<file path="src/rtl/lci_pkg.sv">
// Shared constants, types and modular helpers for the interpolation block
`timescale 1ns / 1ps
package lci_pkg;

   localparam int MAX_POINTS = 64;
   localparam int POW_BITS = 30;
   localparam logic [29:0] MODP = 30'd998244353;
   localparam logic [29:0] POW_EXP = 30'd998244351;
   localparam logic [31:0] MODP2 = 32'd1996488706;
   localparam logic [63:0] MU_WIDE = 64'd1152921504606846976 / 64'd998244353;
   localparam logic [30:0] MU = MU_WIDE[30:0];

   typedef enum logic [4:0] {
      ST_IDLE, ST_N_XI, ST_N_XILAT, ST_N_RD, ST_N_MUL, ST_N_WAIT,
      ST_W_XI, ST_W_XILAT, ST_W_RD, ST_W_MUL, ST_W_WAIT,
      ST_PW_R, ST_PW_RW, ST_PW_B, ST_PW_BW, ST_WT, ST_WT_W,
      ST_S_RD, ST_S_U, ST_S_UW, ST_S_W, ST_S_WW,
      ST_O_RD, ST_O_LOAD, ST_O_WAIT
   } lci_state_type;

   typedef enum logic [4:0] {
      OP_NONE, OP_STORE, OP_XI_LOAD, OP_NODE_MUL, OP_NODE_WB,
      OP_DIFF_MUL, OP_DIFF_WB, OP_POW_INIT, OP_POWR_MUL, OP_POWR_WB,
      OP_POWB_MUL, OP_POWB_WB, OP_WT_MUL, OP_WT_WB,
      OP_SYN_U_MUL, OP_SYN_U_WB, OP_SYN_W_MUL, OP_SYN_W_WB, OP_OUT_LOAD
   } lci_op_type;

   typedef enum logic [1:0] {
      OLDP_MEM, OLDP_ZERO, OLDP_ONE
   } lci_oldp_type;

   typedef struct packed {
      lci_op_type   op;
      logic         rd_en;
      logic [6:0]   addr;
      logic [5:0]   acc_addr;
      lci_oldp_type oldp_sel;
      logic         acc_zero;
      logic         out_last;
   } lci_cmd_type;

   typedef struct packed {
      logic mul_done;
   } lci_status_type;

   function automatic logic [29:0] add_mod(input logic [29:0] a, input logic [29:0] b);
      logic [30:0] s;
      s = {1'b0, a} + {1'b0, b};
      return (s >= {1'b0, MODP}) ? 30'(s - {1'b0, MODP}) : s[29:0];
   endfunction

   function automatic logic [29:0] sub_mod(input logic [29:0] a, input logic [29:0] b);
      logic [30:0] s;
      s = (a >= b) ? ({1'b0, a} - {1'b0, b}) : ({1'b0, a} + {1'b0, MODP} - {1'b0, b});
      return s[29:0];
   endfunction

   // inputs are below 2^30, so one subtract reaches the canonical residue
   function automatic logic [29:0] reduce_mod(input logic [29:0] a);
      return (a >= MODP) ? (a - MODP) : a;
   endfunction

endpackage

</file>
<file path="src/rtl/lci_controller.sv">
// Controller: sequences loading, node product, weights, synthetic division and output
`timescale 1ns / 1ps
module lci_controller (
   input  logic                    clock,
   input  logic                    reset,
   input  logic                    req_tvalid,
   input  logic                    req_tlast,
   output logic                    req_tready,
   output logic                    rsp_tvalid,
   input  logic                    rsp_tready,
   input  lci_pkg::lci_status_type status,
   output lci_pkg::lci_cmd_type    cmd
);
   lci_pkg::lci_state_type state_ff, state_in;
   logic [6:0] m_ff, m_in, i_ff, i_in, j_ff, j_in;
   logic [4:0] k_ff, k_in;
   logic       room, done;

   assign room = (m_ff < 7'(lci_pkg::MAX_POINTS));
   assign done = status.mul_done;

   always_ff @(posedge clock) begin
      if (reset) begin
         state_ff <= lci_pkg::ST_IDLE;
         m_ff     <= '0;
         i_ff     <= '0;
         j_ff     <= '0;
         k_ff     <= '0;
      end else begin
         state_ff <= state_in;
         m_ff     <= m_in;
         i_ff     <= i_in;
         j_ff     <= j_in;
         k_ff     <= k_in;
      end
   end

   always_comb begin
      state_in = state_ff;
      m_in     = m_ff;
      i_in     = i_ff;
      j_in     = j_ff;
      k_in     = k_ff;
      case (state_ff)
         lci_pkg::ST_IDLE: begin
            if (req_tvalid) begin
               if (room) m_in = m_ff + 7'd1;
               if (req_tlast) begin
                  i_in     = '0;
                  state_in = lci_pkg::ST_N_XI;
               end
            end
         end
         lci_pkg::ST_N_XI:    state_in = lci_pkg::ST_N_XILAT;
         lci_pkg::ST_N_XILAT: begin
            j_in     = '0;
            state_in = lci_pkg::ST_N_RD;
         end
         lci_pkg::ST_N_RD:    state_in = lci_pkg::ST_N_MUL;
         lci_pkg::ST_N_MUL:   state_in = lci_pkg::ST_N_WAIT;
         lci_pkg::ST_N_WAIT: begin
            if (done) begin
               if (j_ff == i_ff + 7'd1) begin
                  if (i_ff + 7'd1 == m_ff) begin
                     i_in     = '0;
                     state_in = lci_pkg::ST_W_XI;
                  end else begin
                     i_in     = i_ff + 7'd1;
                     state_in = lci_pkg::ST_N_XI;
                  end
               end else begin
                  j_in     = j_ff + 7'd1;
                  state_in = lci_pkg::ST_N_RD;
               end
            end
         end
         lci_pkg::ST_W_XI:    state_in = lci_pkg::ST_W_XILAT;
         lci_pkg::ST_W_XILAT: begin
            j_in     = '0;
            state_in = lci_pkg::ST_W_RD;
         end
         lci_pkg::ST_W_RD: begin
            if (j_ff == m_ff) begin
               k_in     = '0;
               state_in = lci_pkg::ST_PW_R;
            end else if (j_ff == i_ff) begin
               j_in = j_ff + 7'd1;
            end else begin
               state_in = lci_pkg::ST_W_MUL;
            end
         end
         lci_pkg::ST_W_MUL:   state_in = lci_pkg::ST_W_WAIT;
         lci_pkg::ST_W_WAIT: begin
            if (done) begin
               j_in     = j_ff + 7'd1;
               state_in = lci_pkg::ST_W_RD;
            end
         end
         lci_pkg::ST_PW_R: begin
            state_in = lci_pkg::POW_EXP[k_ff] ? lci_pkg::ST_PW_RW : lci_pkg::ST_PW_B;
         end
         lci_pkg::ST_PW_RW:   if (done) state_in = lci_pkg::ST_PW_B;
         lci_pkg::ST_PW_B:    state_in = lci_pkg::ST_PW_BW;
         lci_pkg::ST_PW_BW: begin
            if (done) begin
               if (k_ff == 5'(lci_pkg::POW_BITS - 1)) begin
                  state_in = lci_pkg::ST_WT;
               end else begin
                  k_in     = k_ff + 5'd1;
                  state_in = lci_pkg::ST_PW_R;
               end
            end
         end
         lci_pkg::ST_WT:      state_in = lci_pkg::ST_WT_W;
         lci_pkg::ST_WT_W: begin
            if (done) begin
               j_in     = m_ff;
               state_in = lci_pkg::ST_S_RD;
            end
         end
         lci_pkg::ST_S_RD:    state_in = lci_pkg::ST_S_U;
         lci_pkg::ST_S_U:     state_in = lci_pkg::ST_S_UW;
         lci_pkg::ST_S_UW:    if (done) state_in = lci_pkg::ST_S_W;
         lci_pkg::ST_S_W:     state_in = lci_pkg::ST_S_WW;
         lci_pkg::ST_S_WW: begin
            if (done) begin
               if (j_ff == 7'd1) begin
                  if (i_ff + 7'd1 == m_ff) begin
                     j_in     = '0;
                     state_in = lci_pkg::ST_O_RD;
                  end else begin
                     i_in     = i_ff + 7'd1;
                     state_in = lci_pkg::ST_W_XI;
                  end
               end else begin
                  j_in     = j_ff - 7'd1;
                  state_in = lci_pkg::ST_S_RD;
               end
            end
         end
         lci_pkg::ST_O_RD:    state_in = lci_pkg::ST_O_LOAD;
         lci_pkg::ST_O_LOAD:  state_in = lci_pkg::ST_O_WAIT;
         lci_pkg::ST_O_WAIT: begin
            if (rsp_tready) begin
               if (j_ff + 7'd1 == m_ff) begin
                  m_in     = '0;
                  state_in = lci_pkg::ST_IDLE;
               end else begin
                  j_in     = j_ff + 7'd1;
                  state_in = lci_pkg::ST_O_RD;
               end
            end
         end
         default: state_in = lci_pkg::ST_IDLE;
      endcase
   end

   always_comb begin
      cmd          = '0;
      cmd.op       = lci_pkg::OP_NONE;
      cmd.oldp_sel = lci_pkg::OLDP_MEM;
      cmd.addr     = j_ff;
      cmd.acc_addr = 6'(j_ff - 7'd1);
      req_tready   = 1'b0;
      rsp_tvalid   = 1'b0;
      case (state_ff)
         lci_pkg::ST_IDLE: begin
            req_tready = 1'b1;
            cmd.addr   = m_ff;
            if (req_tvalid && room) cmd.op = lci_pkg::OP_STORE;
         end
         lci_pkg::ST_N_XI, lci_pkg::ST_W_XI: begin
            cmd.rd_en = 1'b1;
            cmd.addr  = i_ff;
         end
         lci_pkg::ST_N_XILAT, lci_pkg::ST_W_XILAT: cmd.op = lci_pkg::OP_XI_LOAD;
         lci_pkg::ST_N_RD: cmd.rd_en = 1'b1;
         lci_pkg::ST_N_MUL: begin
            cmd.op = lci_pkg::OP_NODE_MUL;
            // top entry starts empty; the first pass starts from the constant one
            if (j_ff == i_ff + 7'd1) begin
               cmd.oldp_sel = lci_pkg::OLDP_ZERO;
            end else if (i_ff == '0) begin
               cmd.oldp_sel = lci_pkg::OLDP_ONE;
            end
         end
         lci_pkg::ST_N_WAIT: if (done) cmd.op = lci_pkg::OP_NODE_WB;
         lci_pkg::ST_W_RD: begin
            if (j_ff == m_ff) begin
               cmd.op = lci_pkg::OP_POW_INIT;
            end else if (j_ff != i_ff) begin
               cmd.rd_en = 1'b1;
            end
         end
         lci_pkg::ST_W_MUL:  cmd.op = lci_pkg::OP_DIFF_MUL;
         lci_pkg::ST_W_WAIT: if (done) cmd.op = lci_pkg::OP_DIFF_WB;
         lci_pkg::ST_PW_R:   if (lci_pkg::POW_EXP[k_ff]) cmd.op = lci_pkg::OP_POWR_MUL;
         lci_pkg::ST_PW_RW:  if (done) cmd.op = lci_pkg::OP_POWR_WB;
         lci_pkg::ST_PW_B:   cmd.op = lci_pkg::OP_POWB_MUL;
         lci_pkg::ST_PW_BW:  if (done) cmd.op = lci_pkg::OP_POWB_WB;
         lci_pkg::ST_WT:     cmd.op = lci_pkg::OP_WT_MUL;
         lci_pkg::ST_WT_W:   if (done) cmd.op = lci_pkg::OP_WT_WB;
         lci_pkg::ST_S_RD:   cmd.rd_en = 1'b1;
         lci_pkg::ST_S_U:    cmd.op = lci_pkg::OP_SYN_U_MUL;
         lci_pkg::ST_S_UW:   if (done) cmd.op = lci_pkg::OP_SYN_U_WB;
         lci_pkg::ST_S_W:    cmd.op = lci_pkg::OP_SYN_W_MUL;
         lci_pkg::ST_S_WW: begin
            // first point overwrites whatever the accumulator held
            cmd.acc_zero = (i_ff == '0);
            if (done) cmd.op = lci_pkg::OP_SYN_W_WB;
         end
         lci_pkg::ST_O_RD: begin
            cmd.rd_en    = 1'b1;
            cmd.acc_addr = j_ff[5:0];
         end
         lci_pkg::ST_O_LOAD: begin
            cmd.op       = lci_pkg::OP_OUT_LOAD;
            cmd.acc_addr = j_ff[5:0];
            cmd.out_last = (j_ff + 7'd1 == m_ff);
         end
         lci_pkg::ST_O_WAIT: rsp_tvalid = 1'b1;
         default: ;
      endcase
   end
endmodule

</file>
<file path="config.mk">
export PLATFORM = sky130hd
export DESIGN_NAME = lci_controller
export DESIGN_NICKNAME = d
export VERILOG_FILES = /design/src/rtl/lci_pkg.sv /design/src/rtl/lci_controller.sv
export SDC_FILE = /design/constraint.sdc
export NUM_CORES = 1
export LEC_CHECK = 0
export BUFFER_PORTS_ARGS = -buffer_cell sky130_fd_sc_hd__buf_2
export CORE_MARGIN = 2
export CORE_UTILIZATION = 55
export DETAILED_ROUTE_END_ITERATION = 8
export PLACE_DENSITY = 0.75
export SLEW_MARGIN = 40
export SYNTH_ARGS = -nofsm -noshare
export SYNTH_HDL_FRONTEND = slang
export SYNTH_SLANG_ARGS = --single-unit
</file>
<file path="constraint.sdc">
create_clock -name clock -period 3.6 [get_ports clock]
set_clock_uncertainty 0.15 [all_clocks]
set_input_delay 0.72 -clock clock [delete_from_list [all_inputs] [get_ports clock]]
set_output_delay 0.72 -clock clock [all_outputs]
set_load 0.01 [all_outputs]
</file>
# After elaboration in Yosys (flattened, before gate mapping)
# Memories as Yosys holds them, arrays and structs flattened. A register that Yosys moved wholly into a read port is not among the register bits.
# Index checks and enable logic that the tools add are counted.
# Widths: inputs -> output; s select.
dict set report totals {
  register_bits 31
  mem_bits_ro 32
  word_cells 160
  n_memories 1
}
dict set report classes {
  add_sub_neg 5
  n_lt_le_gt_ge 2
  eq_ne 55
  mux 76
  n_reduce_logical 16
}
# memory words width rd rd_ports_with_merged_regs wr line_no
set memory_table {}
lappend memory_table {{(no name shown)} 32 1 1 1 0 lci_controller.sv:197} ;# lci_pkg::ST_PW_R: if (lci_pkg::POW_EXP[k_ff]) cmd.op = lci_pkg::OP_POWR_MUL;
# cell n
set op_table {}
lappend op_table {{$mux 7} 23}
lappend op_table {{$pmux 5 s25} 1}
lappend op_table {{$mux 5} 22}
lappend op_table {{$pmux 5 s18} 1}
lappend op_table {{$eq 5x5->1 const B} 10}
lappend op_table {{$pmux 7 s7} 1}
lappend op_table {{$ne 2x2->1 const B} 21}
lappend op_table {{$eq 5x4->1 const B} 8}
lappend op_table {{$eq 7x7->1} 5}
lappend op_table {{$pmux 7 s2} 2}
lappend op_table {{$reduce_and 11->1} 2}
lappend op_table {{$add 7x1->7 const B} 3}
lappend op_table {{$pmux 7 s3} 1}
lappend op_table {{$eq 5x3->1 const B} 4}
lappend op_table {{$mux 4} 5}
lappend op_table {{$mux 3} 5}
lappend op_table {{$eq 5x2->1 const B} 2}
lappend op_table {{$pmux 5 s2} 1}
lappend op_table {{$mux 1} 9}
lappend op_table {{$reduce_and 8->1} 1}
lappend op_table {{$eq 7x1->1 const B} 1}
lappend op_table {{$logic_not 7->1} 1}
lappend op_table {{$lt 7x7->1 const B} 1}
lappend op_table {{$ne 7x7->1} 1}
lappend op_table {{other kinds (17)} 23}

# Depth between registers and ports, before layout
dict set report logic_depth {
  ltp_word 6
  mapped_depth 11
}

# Least setup slack after synthesis
# No wires, ideal clock.
dict set report synth_path {
  kind {flip-flop to output port}
  from {register j_ff[1]}
  to {output cmd[0] (netlist name)}
  arrival_ns 1.962
  required_time_ns 2.730
  slack_ns 0.768
  stages_incl_launch_ff 10
  n_path_buf 1
  path_cell_list {dfxtp_1 > buf_2 > inv_1 > ha_1 > xnor2_1 > and2_1 > and3_1 > nand3_1 > nor2b_1 > nor3b_1}
}
# element line_no
set synth_lines {}
lappend synth_lines {{start, declared} lci_controller.sv:15} ;# logic [6:0] m_ff, m_in, i_ff, i_in, j_ff, j_in;
lappend synth_lines {{start signal, assigned} lci_controller.sv:33} ;# j_ff <= j_in;
lappend synth_lines {{end, declared} lci_controller.sv:12} ;# output lci_pkg::lci_cmd_type cmd

==> results.json <==
{
  "drtIter0Drc": 611,
  "start_util_pct": 57.5,
  "io_buffers": 30,
  "relSlewSlack_pct": 52.0,
  "core_area_sq_um": 5990,
  "synth_ff_type": "dfxtp_1",
  "yosys-top-cells-area": "dfxtp_1, xnor2_1, nand2_1, nor2_1, a21oi_1",
  "ys_ff_latch": 32,
  "internal_power_w": 0.00109,
  "fill_cells": 556,
  "worstPathArrival_ns": 2.58,
  "clock_latency_ns": 0.31,
  "p_sw_w": 0.00102,
  "path_clk_slew_ns": 0.08,
  "regArea_sq_um": 641,
  "drt-total-wl_mm": 10.2,
  "min-delay-path-class": "reg -> reg",
  "utilization_pct": 62.4,
  "die-area_sq_um": 6910,
  "grt_pass1_wl_mm": 16.6,
  "grt_setup_unrepaired": "false",
  "clk_root_buffer_cell": "clkbuf_8",
  "yosysWarnings": 0,
  "wl_per_cell_um": 17.5,
  "clk_path_buf_depth": 2,
  "area_growth_pct": 8.54,
  "final_nets": 519,
  "status": "finished, final reports clean",
  "final_hold_viol_count": 0,
  "grt_usage_pct": 28.8,
  "multi_input_area_sq_um": 2570,
  "setup_violations": 0,
  "die_h_um": 83.1,
  "htreeDepth": 2,
  "cp_max_fo": 10,
  "grt_pass1_vias": 3409,
  "postSynthAreaPerCell_sq_um": 6.95,
  "tightestPinTransition_ns": 0.719,
  "cts_tree": "yes",
  "num_antenna_cells": 0,
  "cp-end-kind": "output pin",
  "synth_edf_count": 0,
  "die_w_um": 83.1,
  "cts_resized": 0,
  "yosysUniqueCellTypes": 70,
  "power_w": 0.00211,
  "p_clk_share_pct": 16.8,
  "ir_drop_v": 0.000490,
  "synth_cells": 495,
  "overflow": 0,
  "p_leak_nw": 1.47,
  "cts_made_buffers": 5,
  "crit_type": "reg -> out",
  "cp.required_ns": 2.73,
  "cts_setup_buffers": 0,
  "power_density_nw_per_um2": 565,
  "dp_hpwl_mm": 7.57,
  "switching_share_pct": 48.5,
  "syn_area_sq_um": 3440,
  "drc": 0,
  "drtAntennaViolNets": 0,
  "timing.fmax_ghz": 0.290,
  "antenna_found_initial": 0,
  "seq_power_share_pct": 21.4,
  "holdBufCountCts": 0,
  "cts.sinks": 32,
  "netlist.area_leader.share_pct": 18.6,
  "dp.cells": 573,
  "syn_nets": 509,
  "synth_top_cell_by_area": "dfxtp_1",
  "tns_ns": 0,
  "stdcell_area_sq_um": 3740,
  "timing.final.max_slew_violations": 0,
  "vias_per_cell": 6.61,
  "drv_cap": 0,
  "dr.pass1.iters": 6,
  "finalNonFillerCells": 581,
  "synth_seq_area_share_pct": 18.6,
  "gp_congestion": 0.996,
  "placed_area_sq_um": 3610,
  "finalCritPeriodShare_pct": 95.9,
  "io_pins": 31,
  "p_comb_share_pct": 61.7,
  "layout_min_cycle_time_ns": 3.45,
  "synthArstFlopShare_pct": 0,
  "fp-row-count": 28,
  "drive_gt1_share_pct": 14.6,
  "grt_max_degree": 30,
  "via_count": 3841,
  "startpoint_type": "flip-flop"
}
-- power by group through the flow --
stage | logic, W | clock network (W) | registers, W
floorplan | 0.000963 | 0 | 0.000409
global placement | 0.00125 | 0 | 0.000453
detailed placement | 0.00127 | 0 | 0.000457
CTS | 0.00127 | 0.000358 | 0.000449
global route | 0.00141 | 0.000367 | 0.000458
finish | 0.00130 | 0.000355 | 0.000453
-- flip-flops by register name (all words and copies together), names as in the netlist, named ones only --
signal    cells
i_ff          7
j_ff          7
k_ff          5
m_ff          7
state_ff      5
-- layer usage --
| metal | wire length (um) | part of all wire [%] | global-route usage, % | up-vias |
|---|---|---|---|---|
| met5 | 0 | 0 | 0 | - |
| met4 | 319 | 3.1 | 9.99 | 0 |
| met2 | 4570 | 45 | 45.9 | 259 |
| met1 | 4240 | 42 | 39.3 | 1748 |
| li1 | - | - | - | 1793 |
| met3 | 1060 | 10 | 4.87 | 41 |
-- layout by cell type, fill, tap and decap left out, drive strengths merged, types with 4 or more instances in the layout --
cell and instances:
a211oi 5, nand3 27, nor4 5, and2 6, xnor2 32, a32oi 4
xor2 16, dfxtp 32, nand2b 6, nor3 23, a22oi 12, o21ai 24
and3 10, nor3b 4, a31oi 8, clkbuf 5, nand4 5, buf 46
or3 7, inv 13, o211ai 6, nand2 53, a21o 5, a21oi 37
nor2 53, ha 8
-- cell usage after synthesis (4+ instances only) --
library cell / instances
nand2_1: 53
nor2_1: 53
a21oi_1: 37
dfxtp_1: 32
xnor2_1: 32
nand3_1: 27
clkbuf_1: 25
o21ai_0: 24
nor3_1: 22
xor2_1: 16
buf_2: 13
inv_1: 13
a22oi_1: 12
and3_1: 9
a31oi_1: 8
ha_1: 8
or3_1: 7
o211ai_1: 6
a211oi_1: 5
and2_1: 5
nand2b_1: 5
nand4_1: 5
a21o_2: 4
a32oi_1: 4
nor3b_1: 4
nor4_1: 4
-- layout make-up --
cell class	instances	area share, %
inverter	14	1.41
sequential	32	17.1
tap	75	2.51
clock buffer	5	1.84
multi-input combinational	406	68.7
clock inverter	3	1.14
timing repair buffer	46	7.23
-- final timing paths --
check                           startpoint      end  slack, ns  cells past startpoint
worst max register to register     i_ff[1]  i_ff[2]       0.39                      9
worst min-delay path               j_ff[0]  j_ff[0]       0.41                      2
worst max-delay path               i_ff[1]   cmd[3]       0.15                      7
worst min register to register     j_ff[0]  j_ff[0]       0.41                      2
-- through the flow --
| step | hold WS (ns) | worst slack (ns) |
|---|---|---|
| 2_1_floorplan | 0.350 | 0.768 |
| 3_3_place_gp | 0.395 | 0.511 |
| 3_5_place_dp | 0.403 | 0.429 |
| 4_1_cts | 0.416 | 0.147 |
| 5_1_grt | 0.439 | 0.00169 |
| 6_report | 0.414 | 0.147 |
-- logic make-up after synthesis --
kind of cell	count (synthesis)	share of synthesized area, %
adder cells (fa/ha/maj)	8	2.91
AO/OA/AOI/OAI	128	25.4
multiplexers	1	0.291
buffers and inverters	57	7.12
flip-flops	32	18.6
XOR/XNOR	49	12.9
AND/OR/NAND/NOR	220	32.7
-- critical path, stage by stage (launching register included) --
cell and delay [ns]:
dfxtp_1 0.45, ha_1 0.38, or3b_1 0.38, o211a_1 0.14, o32a_4 0.33, nor3_4 0.35
nor3_1 0.10, buf_2 0.15
No activity file was read; power rests on OpenSTA's default activity.
